--- src/sv/tlik_pkg.sv ---
`timescale 1ns / 1ps
`default_nettype none
// ----------------------------------------------------------------------------
// Two-link arm inverse kinematics package
// Shared types, register indexes and the CORDIC arctangent table.
// ----------------------------------------------------------------------------
package tlik_pkg;

	localparam int COORD_W            = 16;
	localparam int ANGLE_W            = 16;
	localparam int LEN_W              = 15;
	localparam int TLIK_CORDIC_STAGES = 16;
	localparam int CFG_INDEX_W        = 3;
	localparam int ANG_FRAC           = 16;
	localparam int ZW                 = 26;
	localparam int SQ_IN_W            = 50;
	localparam int AT_IN_W            = 26;

	localparam logic [CFG_INDEX_W-1:0] REG_SIDE        = 3'd0;
	localparam logic [CFG_INDEX_W-1:0] REG_HAND_OFFSET = 3'd1;
	localparam logic [CFG_INDEX_W-1:0] REG_LEFT_SX     = 3'd2;
	localparam logic [CFG_INDEX_W-1:0] REG_RIGHT_SX    = 3'd3;
	localparam logic [CFG_INDEX_W-1:0] REG_SHOULDER_Y  = 3'd4;
	localparam logic [CFG_INDEX_W-1:0] REG_SHOULDER_Z  = 3'd5;
	localparam logic [CFG_INDEX_W-1:0] REG_LINK_LEN    = 3'd6;

	localparam logic signed [ZW-1:0] DEG90 = ZW'(90 * (1 << ANG_FRAC));

	typedef struct packed {
		logic signed [COORD_W-1:0] target_x;
		logic signed [COORD_W-1:0] target_y;
		logic signed [COORD_W-1:0] target_z;
	} tlik_in_t;

	typedef struct packed {
		logic signed [ANGLE_W-1:0] shoulder_pitch;
		logic signed [ANGLE_W-1:0] shoulder_yaw;
		logic signed [ANGLE_W-1:0] elbow_pitch;
		logic                      beyond_reach;
	} tlik_out_t;

	function automatic logic signed [ZW-1:0] atan_entry(input int unsigned i);
		logic signed [ZW-1:0] v;
		case (i)
			0:       v = ZW'(2949120);
			1:       v = ZW'(1740967);
			2:       v = ZW'(919879);
			3:       v = ZW'(466945);
			4:       v = ZW'(234379);
			5:       v = ZW'(117304);
			6:       v = ZW'(58666);
			7:       v = ZW'(29335);
			8:       v = ZW'(14668);
			9:       v = ZW'(7334);
			10:      v = ZW'(3667);
			11:      v = ZW'(1833);
			12:      v = ZW'(917);
			13:      v = ZW'(458);
			14:      v = ZW'(229);
			15:      v = ZW'(115);
			16:      v = ZW'(57);
			17:      v = ZW'(29);
			18:      v = ZW'(14);
			19:      v = ZW'(7);
			20:      v = ZW'(4);
			21:      v = ZW'(2);
			22:      v = ZW'(1);
			default: v = '0;
		endcase
		return v;
	endfunction

endpackage
`default_nettype wire

--- src/sv/tlik_isqrt.sv ---
`timescale 1ns / 1ps
`default_nettype none
// ----------------------------------------------------------------------------
// Pipelined integer square root
// Floor square root, one result bit per register stage.
// ----------------------------------------------------------------------------
module tlik_isqrt #(
	parameter int IN_W = tlik_pkg::SQ_IN_W
) (
	input  wire logic                clk,
	input  wire logic                en,
	input  wire logic [IN_W-1:0]     value,
	output logic      [IN_W/2-1:0]   root
);
	import tlik_pkg::*;

	localparam int RW = IN_W / 2;

	logic [IN_W-1:0] rem_s  [RW];
	logic [IN_W-1:0] root_s [RW];
	logic [IN_W-1:0] pv     [RW];
	logic [IN_W-1:0] pr     [RW];
	logic [IN_W-1:0] nv     [RW];
	logic [IN_W-1:0] nr     [RW];

	always_comb begin
		for (int k = 0; k < RW; k++) begin
			logic [IN_W:0] bitc;
			logic [IN_W:0] trial;
			if (k == 0) begin
				pv[k] = value;
				pr[k] = '0;
			end else begin
				pv[k] = rem_s[k-1];
				pr[k] = root_s[k-1];
			end
			bitc  = (IN_W+1)'(1) << (IN_W - 2 - 2 * k);
			trial = {1'b0, pr[k]} + bitc;
			if ({1'b0, pv[k]} >= trial) begin
				nv[k] = pv[k] - trial[IN_W-1:0];
				nr[k] = (pr[k] >> 1) + bitc[IN_W-1:0];
			end else begin
				nv[k] = pv[k];
				nr[k] = pr[k] >> 1;
			end
		end
	end

	always_ff @(posedge clk) begin
		if (en) begin
			for (int k = 0; k < RW; k++) begin
				rem_s[k]  <= nv[k];
				root_s[k] <= nr[k];
			end
		end
	end

	assign root = root_s[RW-1][RW-1:0];

endmodule
`default_nettype wire

--- config.mk ---
export PLATFORM = sky130hd
export DESIGN_NAME = tlik_isqrt
export DESIGN_NICKNAME = d
export VERILOG_FILES = /design/src/sv/tlik_pkg.sv /design/src/sv/tlik_isqrt.sv
export SDC_FILE = /design/constraint.sdc
export NUM_CORES = 2
export LEC_CHECK = 0
export BUFFER_PORTS_ARGS = -buffer_cell sky130_fd_sc_hd__clkbuf_2
export CAP_MARGIN = 40
export CELL_PAD_IN_SITES_DETAIL_PLACEMENT = 1
export CELL_PAD_IN_SITES_GLOBAL_PLACEMENT = 1
export CORE_MARGIN = 4
export CORE_UTILIZATION = 53
export DETAILED_ROUTE_END_ITERATION = 10
export GPL_TIMING_DRIVEN = 0
export PLACE_DENSITY_LB_ADDON = 0.2
export SYNTH_ARGS = -nofsm -noshare
export SYNTH_HDL_FRONTEND = slang
export SYNTH_SLANG_ARGS = --single-unit
--- constraint.sdc ---
create_clock -name clk -period 3.9 [get_ports clk]
set_clock_uncertainty 0.2 [all_clocks]
set_input_delay 0 -clock clk [delete_from_list [all_inputs] [get_ports clk]]
set_output_delay 0 -clock clk [all_outputs]
set_load 0.1 [all_outputs]
==> metrics.md <==
| Metric | Value |
|---|---|
| Gr busiest metal | `met2` |
| Fraction of layout cells with a size suffix above 1 | `0.09152` |
| Setup Crit Path Kind | `flop to flop` |
| Gr ovfl total | `0` |
| CTS clk-pin slew, worst paths | `60 ps` |
| GR Layer Usage met1 | `0.3344` |
| DRC | `0` |
| Pwr per Cell Area | `572.3 nW/um^2` |
| Ys flop type | `edfxtp_1` |
| GP Congestion | `0.8853` |
| P_leak | `31.19 nW` |
| CP endpoint | `rem_s[2][194]$_DFFE_PP_` |
| Final cell utilization of the core | `0.6063` |
| Syn_nets | `6025` |
| Total power | `0.04695 W` |
| Hold path startpoint | `en` |
| Mux contribution to synthesized area | `0.01033` |
| Die ar. | `142000 sq um` |
| Worst Path Max Fanout | `9` |
| Setup crit end kind | `flop` |
| DRT antenna net count | `0` |
| Post-synthesis compound-gate area fraction | `0.08759` |
| Root Buffer | `clkbuf_16` |
| Max Transition Viols Final | `0` |
| Final worst-path cycle share | `0.9892` |
| Slew Limit Headroom | `0.4409` |
| Cell type with the largest total area after synthesis | `edfxtp_1` |
| Core Footprint | `135300 sq um` |
| Later-pin clock latency in the skew report | `810 ps` |
| CTS tree | `built` |
| Io pins | `77` |
| Status | `finished, final reports clean` |
| Mapped Avg Cell Area | `12.81 sq um` |
| Critical Path Start Type | `flop` |
| Post-Synthesis Cells | `5627` |
| R2R Setup Slk | `40 ps` |
| Vias | `47400` |
| Final #Nets | `6399` |
| Adder-cell share of the synthesized area | `0.06005` |
| Met2 usage | `0.5060` |
| Final Non-Filler Cells | `7912` |
| Synth top area share | `0.6352` |
| Required @ worst endpoint | `4210 ps` |
| Largest net degree at the start of global routing | `126` |
| Placed insts | `7508` |
| Row count | `135` |
| Worst-case reg-to-reg path depth | `12` |
| Slew @ Worst Pin | `831.0 ps` |
| Tot GR Track Use | `0.2749` |
| Port Buffer Count | `76` |
| First-pass GRT wire length | `300.5 mm` |
| Top cells by count, synth | `edfxtp_1 (1525), inv_1 (420), nand2_1 (360)` |
| Area delta synth->final | `13.79%` |
| Vias in the first global route | `49940` |
| Crit path from | `root_s[1][127]$_DFFE_PP_` |
| Asr flop ratio synth | `0` |
| Final setup viols | `0` |
| Post-synthesis sequential area ratio | `0.6352` |
| Largest family of logic cells by synthesized area | `simple AND/OR/NAND/NOR gates` |
| Period minus WS final | `3858 ps` |
| Antenna violations before repair | `2` |
| Initial DRC Count | `3670` |
| Min-delay worst type | `primary input to flop` |
| GR Util met3 | `0.03430` |
| Synth Area in XOR/XNOR | `0.06269` |
| Placed wire-length estimate | `134.7 mm` |
| Avg Vias per Cell | `5.991` |
| Achievable frequency | `259.2 MHz` |
| Die height | `376.8 um` |
| WL/cell | `24.83 um` |
| RSZ-0062 raised after global routing | `yes` |
| Top-count cell post-synth | `edfxtp_1` |
| Clock Tree Buf Depth | `3` |
| Max VDD drop | `0.0005431 V` |
| Starting density of the core | `0.5328` |
| Mapped Area | `72090 sq um` |
| Die Span X | `376.8 um` |
| H-tree Lvls | `4` |
| TritonCTS Buffers | `160` |
| Synth warn | `0` |
| Hold Vio Cnt, Final | `0` |
| CTS Sinks | `1525` |
| Yosys cell types | `82` |
| Worst R2R End | `rem_s[2][194]$_DFFE_PP_` |
| Number of synthesized flops with an enable pin | `1525` |
| Synth Register Bits | `1525` |
| CP arrival | `4170 ps` |
| Post-Synth Simple-Gate Area | `0.1163` |
| Minimum hold slack | `171.7 ps` |
| RR Startpoint | `root_s[1][127]$_DFFE_PP_` |
| Final WL | `196.5 mm` |
| DR pass1 iterations | `5` |
| Synth top area cells | `edfxtp_1 (64%), ha_1 (6.0%), xnor2_1 (3.4%)` |
| Max cap viols | `0` |
## cell type report
cell class	instances	area, sq um
sequential	1525	45790
antenna	1	2.502
tap	1781	2228
fill	13290	53270
clock inverter	98	1006
multi-input combinational	3577	24810
buffer	91	450.4
inverter	422	1584
clock buffer	193	4149
timing repair buffer	224	2011
## logic make-up (layout without fill, tap and decap cells)
kind of cell    Yosys count  count (layout)
simple gates           1627            1627
mux                      67              67
buf+inv                 525            1028
compound gates         1021            1021
flops                  1525            1525
fa+ha+maj               346             346
other cells               0               1
xor+xnor                516             516
## registers in the layout, indices dropped and copies added, names as in the netlist
signal / cells
rem_s: 1200
root_s: 325
## critical path, cell delays in order (launching register included)
cell and delay, ps:
edfxtp_1 410, inv_1 70, ha_1 400, nand2_2 180, or3_1 380, nor4_1 260, clkdlybuf4s15_2 300, nand3_1 90
o211ai_1 290, nor2_2 150, or4b_1 540, a21o_1 180, xnor2_1 140
## per-layer routing
layer / share of wire / vias up
li1: - / 21770
met1: 0.40 / 23970
met2: 0.53 / 1249
met3: 0.038 / 410
met4: 0.036 / 4
met5: 0.00014 / -
## power by group
part | switching, W | internal, W | total, W
Sequential | 0.00172 | 0.0207 | 0.0224
Combinational | 0.00552 | 0.00372 | 0.00924
Clock | 0.00688 | 0.00842 | 0.0153
Total | 0.0141 | 0.0328 | 0.0469
## per-stage QoR
stage / setup WS [ps] / area (sq um) / setup TNS [ps]
after CTS: 4.883 / 81600 / 0
final: 41.99 / 82030 / 0
after global placement: -23160 / 74700 / -
after global routing: -82.67 / 82030 / -1044
after floorplan: 344.8 / 72090 / 0
after detailed placement: -1160 / 75140 / -104840
## worst min-delay path by stage
stage,endpoint,slack [ps],cells after the start
after floorplan,rem_s[0][0]$_DFFE_PP_,-100,0
after global placement,rem_s[0][40]$_DFFE_PP_,-20,1
after detailed placement,rem_s[0][18]$_DFFE_PP_,-20,1
after CTS,rem_s[1][193]$_DFFE_PP_,150,2
after global routing,rem_s[1][193]$_DFFE_PP_,190,2
final,rem_s[1][193]$_DFFE_PP_,170,2
## layout by cell type, fill, tap and decap left out, types with 102 or more instances in the layout
cell type	n
edfxtp_1	1525
inv_1	420
nand2_1	359
a21oi_1	349
nor2_1	348
ha_1	343
xnor2_1	278
xor2_1	238
o21ai_0	231
nor4_1	165
clkbuf_16	161
nor3_1	153
a21o_1	139
nand3_1	106
dlygate4sd3_1	102
## repair_timing
item / 4_1_cts / 5_1_grt
gates resized for setup: 75 / 83
buffers inserted: 4 / 17
pin swaps: 6 / 16
hold buffers: 102 / 0
endpoints found under the hold margin: 223 / 0
gates cloned: 0 / 0
endpoints found under the setup margin: 325 / 253
Note: power is estimated with default switching activity, not from simulation.
