## src/sv/tlik_pkg.sv

```systemverilog
`timescale 1ns / 1ps
`default_nettype none
// ----------------------------------------------------------------------------
// Two-link arm inverse kinematics package
// Shared types, register indexes and the CORDIC arctangent table.
// ----------------------------------------------------------------------------
package tlik_pkg;

	localparam int COORD_W            = 16;
	localparam int ANGLE_W            = 16;
	localparam int LEN_W              = 15;
	localparam int TLIK_CORDIC_STAGES = 16;
	localparam int CFG_INDEX_W        = 3;
	localparam int ANG_FRAC           = 16;
	localparam int ZW                 = 26;
	localparam int SQ_IN_W            = 50;
	localparam int AT_IN_W            = 26;

	localparam logic [CFG_INDEX_W-1:0] REG_SIDE        = 3'd0;
	localparam logic [CFG_INDEX_W-1:0] REG_HAND_OFFSET = 3'd1;
	localparam logic [CFG_INDEX_W-1:0] REG_LEFT_SX     = 3'd2;
	localparam logic [CFG_INDEX_W-1:0] REG_RIGHT_SX    = 3'd3;
	localparam logic [CFG_INDEX_W-1:0] REG_SHOULDER_Y  = 3'd4;
	localparam logic [CFG_INDEX_W-1:0] REG_SHOULDER_Z  = 3'd5;
	localparam logic [CFG_INDEX_W-1:0] REG_LINK_LEN    = 3'd6;

	localparam logic signed [ZW-1:0] DEG90 = ZW'(90 * (1 << ANG_FRAC));

	typedef struct packed {
		logic signed [COORD_W-1:0] target_x;
		logic signed [COORD_W-1:0] target_y;
		logic signed [COORD_W-1:0] target_z;
	} tlik_in_t;

	typedef struct packed {
		logic signed [ANGLE_W-1:0] shoulder_pitch;
		logic signed [ANGLE_W-1:0] shoulder_yaw;
		logic signed [ANGLE_W-1:0] elbow_pitch;
		logic                      beyond_reach;
	} tlik_out_t;

	function automatic logic signed [ZW-1:0] atan_entry(input int unsigned i);
		logic signed [ZW-1:0] v;
		case (i)
			0:       v = ZW'(2949120);
			1:       v = ZW'(1740967);
			2:       v = ZW'(919879);
			3:       v = ZW'(466945);
			4:       v = ZW'(234379);
			5:       v = ZW'(117304);
			6:       v = ZW'(58666);
			7:       v = ZW'(29335);
			8:       v = ZW'(14668);
			9:       v = ZW'(7334);
			10:      v = ZW'(3667);
			11:      v = ZW'(1833);
			12:      v = ZW'(917);
			13:      v = ZW'(458);
			14:      v = ZW'(229);
			15:      v = ZW'(115);
			16:      v = ZW'(57);
			17:      v = ZW'(29);
			18:      v = ZW'(14);
			19:      v = ZW'(7);
			20:      v = ZW'(4);
			21:      v = ZW'(2);
			22:      v = ZW'(1);
			default: v = '0;
		endcase
		return v;
	endfunction

endpackage
`default_nettype wire

```

## src/sv/tlik_atan2.sv

```systemverilog
`timescale 1ns / 1ps
`default_nettype none
// ----------------------------------------------------------------------------
// Pipelined CORDIC arctangent
// Normalizes the vector, folds it into the right half plane and rotates it
// onto the x axis, one CORDIC iteration per register stage.
// ----------------------------------------------------------------------------
module tlik_atan2 #(
	parameter int STAGES = tlik_pkg::TLIK_CORDIC_STAGES
) (
	input  wire logic                                   clk,
	input  wire logic                                   en,
	input  wire logic signed [tlik_pkg::AT_IN_W-1:0]    y_in,
	input  wire logic signed [tlik_pkg::AT_IN_W-1:0]    x_in,
	output logic      signed [tlik_pkg::ZW-1:0]         angle
);
	import tlik_pkg::*;

	localparam int IW     = AT_IN_W;
	localparam int NORM_B = IW - 1;
	localparam int BLW    = $clog2(IW + 1);
	localparam int XW     = IW + 3;

	logic        [IW-1:0]  mag_x, mag_y, mag_any;
	logic        [BLW-1:0] blen;
	logic signed [IW-1:0]  x_s1, y_s1;
	logic        [BLW-1:0] sh_s1;
	logic                  zero_s1;

	logic signed [XW-1:0] xe, ye, xb, yb;
	logic signed [ZW-1:0] zb;

	logic signed [XW-1:0] cx [STAGES+1];
	logic signed [XW-1:0] cy [STAGES+1];
	logic signed [ZW-1:0] cz [STAGES+1];
	logic                 zf [STAGES+1];
	logic signed [XW-1:0] nx [STAGES];
	logic signed [XW-1:0] ny [STAGES];
	logic signed [ZW-1:0] nz [STAGES];

	always_comb begin
		mag_x   = x_in[IW-1] ? IW'(-x_in) : IW'(x_in);
		mag_y   = y_in[IW-1] ? IW'(-y_in) : IW'(y_in);
		mag_any = mag_x | mag_y;
		blen    = '0;
		for (int k = 0; k < IW; k++) begin
			if (mag_any[k]) begin
				blen = BLW'(k + 1);
			end
		end
	end

	always_ff @(posedge clk) begin
		if (en) begin
			x_s1    <= x_in;
			y_s1    <= y_in;
			sh_s1   <= BLW'(NORM_B) - blen;
			zero_s1 <= (mag_any == '0);
		end
	end

	always_comb begin
		xe = XW'(x_s1) <<< sh_s1;
		ye = XW'(y_s1) <<< sh_s1;
		if (xe < 0) begin
			if (ye >= 0) begin
				xb = ye;
				yb = -xe;
				zb = DEG90;
			end else begin
				xb = -ye;
				yb = xe;
				zb = -DEG90;
			end
		end else begin
			xb = xe;
			yb = ye;
			zb = '0;
		end
	end

	always_comb begin
		for (int i = 0; i < STAGES; i++) begin
			if (cy[i] > 0) begin
				nx[i] = cx[i] + (cy[i] >>> i);
				ny[i] = cy[i] - (cx[i] >>> i);
				nz[i] = cz[i] + atan_entry(i);
			end else begin
				nx[i] = cx[i] - (cy[i] >>> i);
				ny[i] = cy[i] + (cx[i] >>> i);
				nz[i] = cz[i] - atan_entry(i);
			end
		end
	end

	always_ff @(posedge clk) begin
		if (en) begin
			cx[0] <= xb;
			cy[0] <= yb;
			cz[0] <= zb;
			zf[0] <= zero_s1;
			for (int i = 0; i < STAGES; i++) begin
				cx[i+1] <= nx[i];
				cy[i+1] <= ny[i];
				cz[i+1] <= nz[i];
				zf[i+1] <= zf[i];
			end
		end
	end

	assign angle = zf[STAGES] ? '0 : cz[STAGES];

endmodule
`default_nettype wire

```

## config.mk

```make
export PLATFORM = sky130hd
export DESIGN_NAME = tlik_atan2
export DESIGN_NICKNAME = d
export VERILOG_FILES = /design/src/sv/tlik_pkg.sv /design/src/sv/tlik_atan2.sv
export SDC_FILE = /design/constraint.sdc
export NUM_CORES = 2
export LEC_CHECK = 0
export BUFFER_PORTS_ARGS = -buffer_cell sky130_fd_sc_hd__buf_2
export CAP_MARGIN = 20
export CORE_MARGIN = 2
export CORE_UTILIZATION = 25
export CTS_CLUSTER_SIZE = 8
export DETAILED_ROUTE_END_ITERATION = 10
export PLACE_DENSITY = 0.48
export RECOVER_POWER = 100
export SETUP_SLACK_MARGIN = 0.2
export SYNTH_ARGS = -nofsm -noshare
export SYNTH_HDL_FRONTEND = slang
export SYNTH_SLANG_ARGS = --single-unit
```

## constraint.sdc

```tcl
create_clock -name clk -period 5.6 [get_ports clk]
set_input_delay 1.12 -clock clk [delete_from_list [all_inputs] [get_ports clk]]
set_output_delay 1.12 -clock clk [all_outputs]
set_load 0.05 [all_outputs]
```

==> flow_summary.json <==
{
  "start_kind": "flop",
  "worst_hold_startpoint": "zf[0][14]$_DFFE_PP_",
  "io_pins": 80,
  "grt_max_degree": 136,
  "die_x_um": 678,
  "grt_overflow": 0,
  "finalHoldViolCount": 0,
  "pre_cts_ws_ns": -0.208,
  "synth_xor_xnor_area_share_pct": 12.1,
  "cts_root_buffer": "clkbuf_16",
  "max_slew_margin_pct": -108,
  "whs_ns": 0.394,
  "setup_ws_ns": 0.271,
  "synth_area_leader_cell": "edfxtp_1",
  "crit_start": "cy[0][285]$_DFFE_PP_",
  "antenna_found_initial": 2,
  "hpwlAfterDp_mm": 257,
  "vias_per_cell": 4.89,
  "first_pass_iters": 6,
  "drtIter0Drc": 5686,
  "worstSkewPairLatency_ns": 0.91,
  "r2r_start": "cy[0][285]$_DFFE_PP_",
  "violations": "max-capacitance violations, max-slew violations",
  "clock_sinks": 1332,
  "finalInstanceArea_um2": 130000,
  "synth-simple-area-share_pct": 14.1,
  "grt_pass1_wl_mm": 503,
  "die_h_um": 678,
  "num_vias": 89700,
  "layout-drive-gt1-share_pct": 7.96,
  "tightestPinTransition_ns": 3.12,
  "worstReg2RegEnd": "cy[0][317]$_DFFE_PP_",
  "synth_compound_area_share_pct": 19.7,
  "syn2layout_area_growth_pct": 14.5,
  "ys_ff_latch": 1332,
  "synthMuxAreaShare_pct": 2.16,
  "worstPathRequired_ns": 6.20,
  "hold_path_class": "reg2reg",
  "clk_pin_slew_ns": 0.05,
  "crit_type": "reg2reg",
  "numCtsBuffers": 198,
  "finalClockSkew_ns": 0.0965,
  "finalSetupViolCount": 0,
  "drt_wl_total_mm": 324,
  "seq_area_frac_synth_pct": 35.2,
  "yosysTopAreaCellShare_pct": 35.2,
  "synthCells": 11800,
  "r2r_slack_ns": 0.27,
  "report.final.slew_viol_count": 570,
  "place_area_um2": 124000,
  "cp-endpoint": "cy[0][317]$_DFFE_PP_",
  "ys_types": 105,
  "cp-end-kind": "flop",
  "fillCellCount": 47800,
  "core_area_um2": 452000,
  "critPathArrivalTime_ns": 5.93,
  "drc": 0,
  "clockBufferDepth": 4,
  "synth.avg_cell_area_um2": 9.61,
  "async_reset_ff_share_pct": 0,
  "ys.flop_type": "edfxtp_1",
  "synthAdderAreaFrac_pct": 14.0,
  "syn_nets": 13100,
  "fmax_ghz": 0.188,
  "tritoncts": "built",
  "grt_pass1_vias": 86500,
  "place_inst": 18100,
  "die_area_um2": 459000,
  "synth_edf_count": 1332,
  "placementRows": 247,
  "htreeDepth": 4,
  "gp_congestion": 0.872,
  "synth_warnings": 0,
  "rr_worst_depth": 19,
  "synth_top_family_by_area": "compound AO/OA/AOI/OAI gates",
  "stdcell_count": 18400,
  "initial_utilization_pct": 25.1,
  "period_share_pct": 95.2,
  "crit_fanout": 5,
  "grt_use_total_pct": 13.5,
  "rsz0062_at_grt": "true",
  "ant_nets": 0,
  "nNetsFinal": 13600,
  "cap_violations": 8,
  "synthesis.area_um2": 113000,
  "fin_crit_ns": 5.33,
  "wl_per_cell_um": 17.6,
  "yosys-top-cells-area": "edfxtp_1 (35%), ha_1 (13%), xnor2_1 (8.4%)",
  "numPortBuffers": 78,
  "outcome": "finished with violations"
}
[kinds of logic (layout without fill, tap and decap cells)]
group           count (synthesis)  after routing
compound gates               3486           3486
simple gates                 3278           3279
xor+xnor                     1574           1574
flops                        1332           1332
fa+ha+maj                    1250           1250
buf+inv                       735           1293
mux                           156            156
other cells                     1              7
[flip-flops by register name (all words and copies together) (netlist names)]
signal,count
cy,464
cx,420
cz,373
x_s1,26
y_s1,26
zf,17
sh_s1,5
zero_s1,1
[worst min path at each step]
stage / end / slack [ns] / cells past startpoint
detailed placement: zf[0][14]$_DFFE_PP_ / 0.41 / 0
CTS: y_s1[8]$_DFFE_PP_ / 0.38 / 1
finish: zf[0][15]$_DFFE_PP_ / 0.39 / 0
floorplan: cz[0][157]$_DFFE_PP_ / 0.40 / 0
global placement: zf[0][0]$_DFFE_PP_ / 0.40 / 0
global route: zf[0][15]$_DFFE_PP_ / 0.42 / 0
[cells in the mapped netlist, types with 59 or more instances]
library cell and instances:
edfxtp_1 1332, ha_1 1210, xnor2_1 1087, a21oi_1 1036, nor2_1 934, nand2_1 740
o21ai_0 663, inv_1 506, xor2_1 487, a21o_1 386, nor3_1 297, nand3_1 228
o21a_1 204, nor2b_1 191, o31ai_1 175, o21bai_1 171, clkbuf_1 170, nand2b_1 156
or3_1 142, a211oi_1 121, a31oi_1 113, and3_1 110, nor4_1 105, o41ai_1 91
and2_1 73, mux4_2 67, or4_1 63, o211ai_1 62, or2_2 59
[cell type report]
cell class	instances	area, um^2	share of cell area [%]
multi-input cells	9746	71400	55.0
inverters	521	1970	1.52
clock buffers	214	5080	3.91
repair buffers	538	3710	2.86
well taps	5976	7480	5.76
repair inverters	1	5.00	0.00385
clock inverters	19	179	0.138
flip-flops and latches	1332	40000	30.8
diodes	6	15.0	0.0116
[per-layer routing]
metal  share of wire [%]  GRT usage [%]
met3                 3.6           1.43
met4                 2.7           3.38
met1                  46           18.1
met2                  47           23.2
met5                   0              0
[what timing repair did]
item                       CTS  global route
setup endpoints to repair   46           238
gates resized for setup     30           201
hold endpoints to repair     0             0
buffers inserted             4            47
pin swaps                    2            51
cloned                       0             4
hold buffers                 0             0
[stage by stage]
step                      TNS [ns]  util, %
after floorplan                  0        -
final                            0     28.7
after global routing             0     28.7
after CTS                        0     28.6
after detailed placement    -0.886     27.4
after global placement       -1.87     27.4
[critical path, cell delays in order, from the launching register on]
cell	delay [ns]
edfxtp_1	0.38
or4_4	0.57
or3_4	0.34
or3_4	0.35
nor2_4	0.16
nand4_1	0.15
nor2b_4	0.23
clkinv_4	0.10
nor2_1	0.05
xor2_1	0.14
ha_1	0.35
a21oi_1	0.31
o21ai_0	0.15
a31oi_2	0.29
o211ai_1	0.17
a221o_1	0.43
a21o_1	0.26
a311o_1	0.38
o22ai_1	0.16
xnor2_1	0.09
[cell usage in the layout, fill, tap and decap left out, types with 33 or more instances in the layout]
cell type,count
clkbuf_16,203
a21boi_0,36
xor2_1,484
buf_4,355
or2_2,58
o21ai_1,34
or3_1,140
o31ai_1,172
nor3_1,290
mux2i_1,53
a21oi_1,1012
o41ai_1,84
fa_1,39
and2_1,55
nand2_1,739
o211ai_1,62
o21a_1,204
or4_1,61
edfxtp_1,1332
inv_1,505
nand3_1,228
ha_1,1206
o22ai_1,33
o21bai_1,170
xnor2_1,1087
nor2b_1,190
a31o_2,38
and3_1,110
a31oi_1,101
nor2_1,927
nand2b_1,156
o21ai_0,647
a211oi_1,110
nand4_1,54
a21o_1,386
clkbuf_1,142
mux2_2,34
mux4_2,67
nor4_1,96
Power is not shown: default switching activity piles up to over one toggle a cycle in this logic, so the estimate is an artifact.
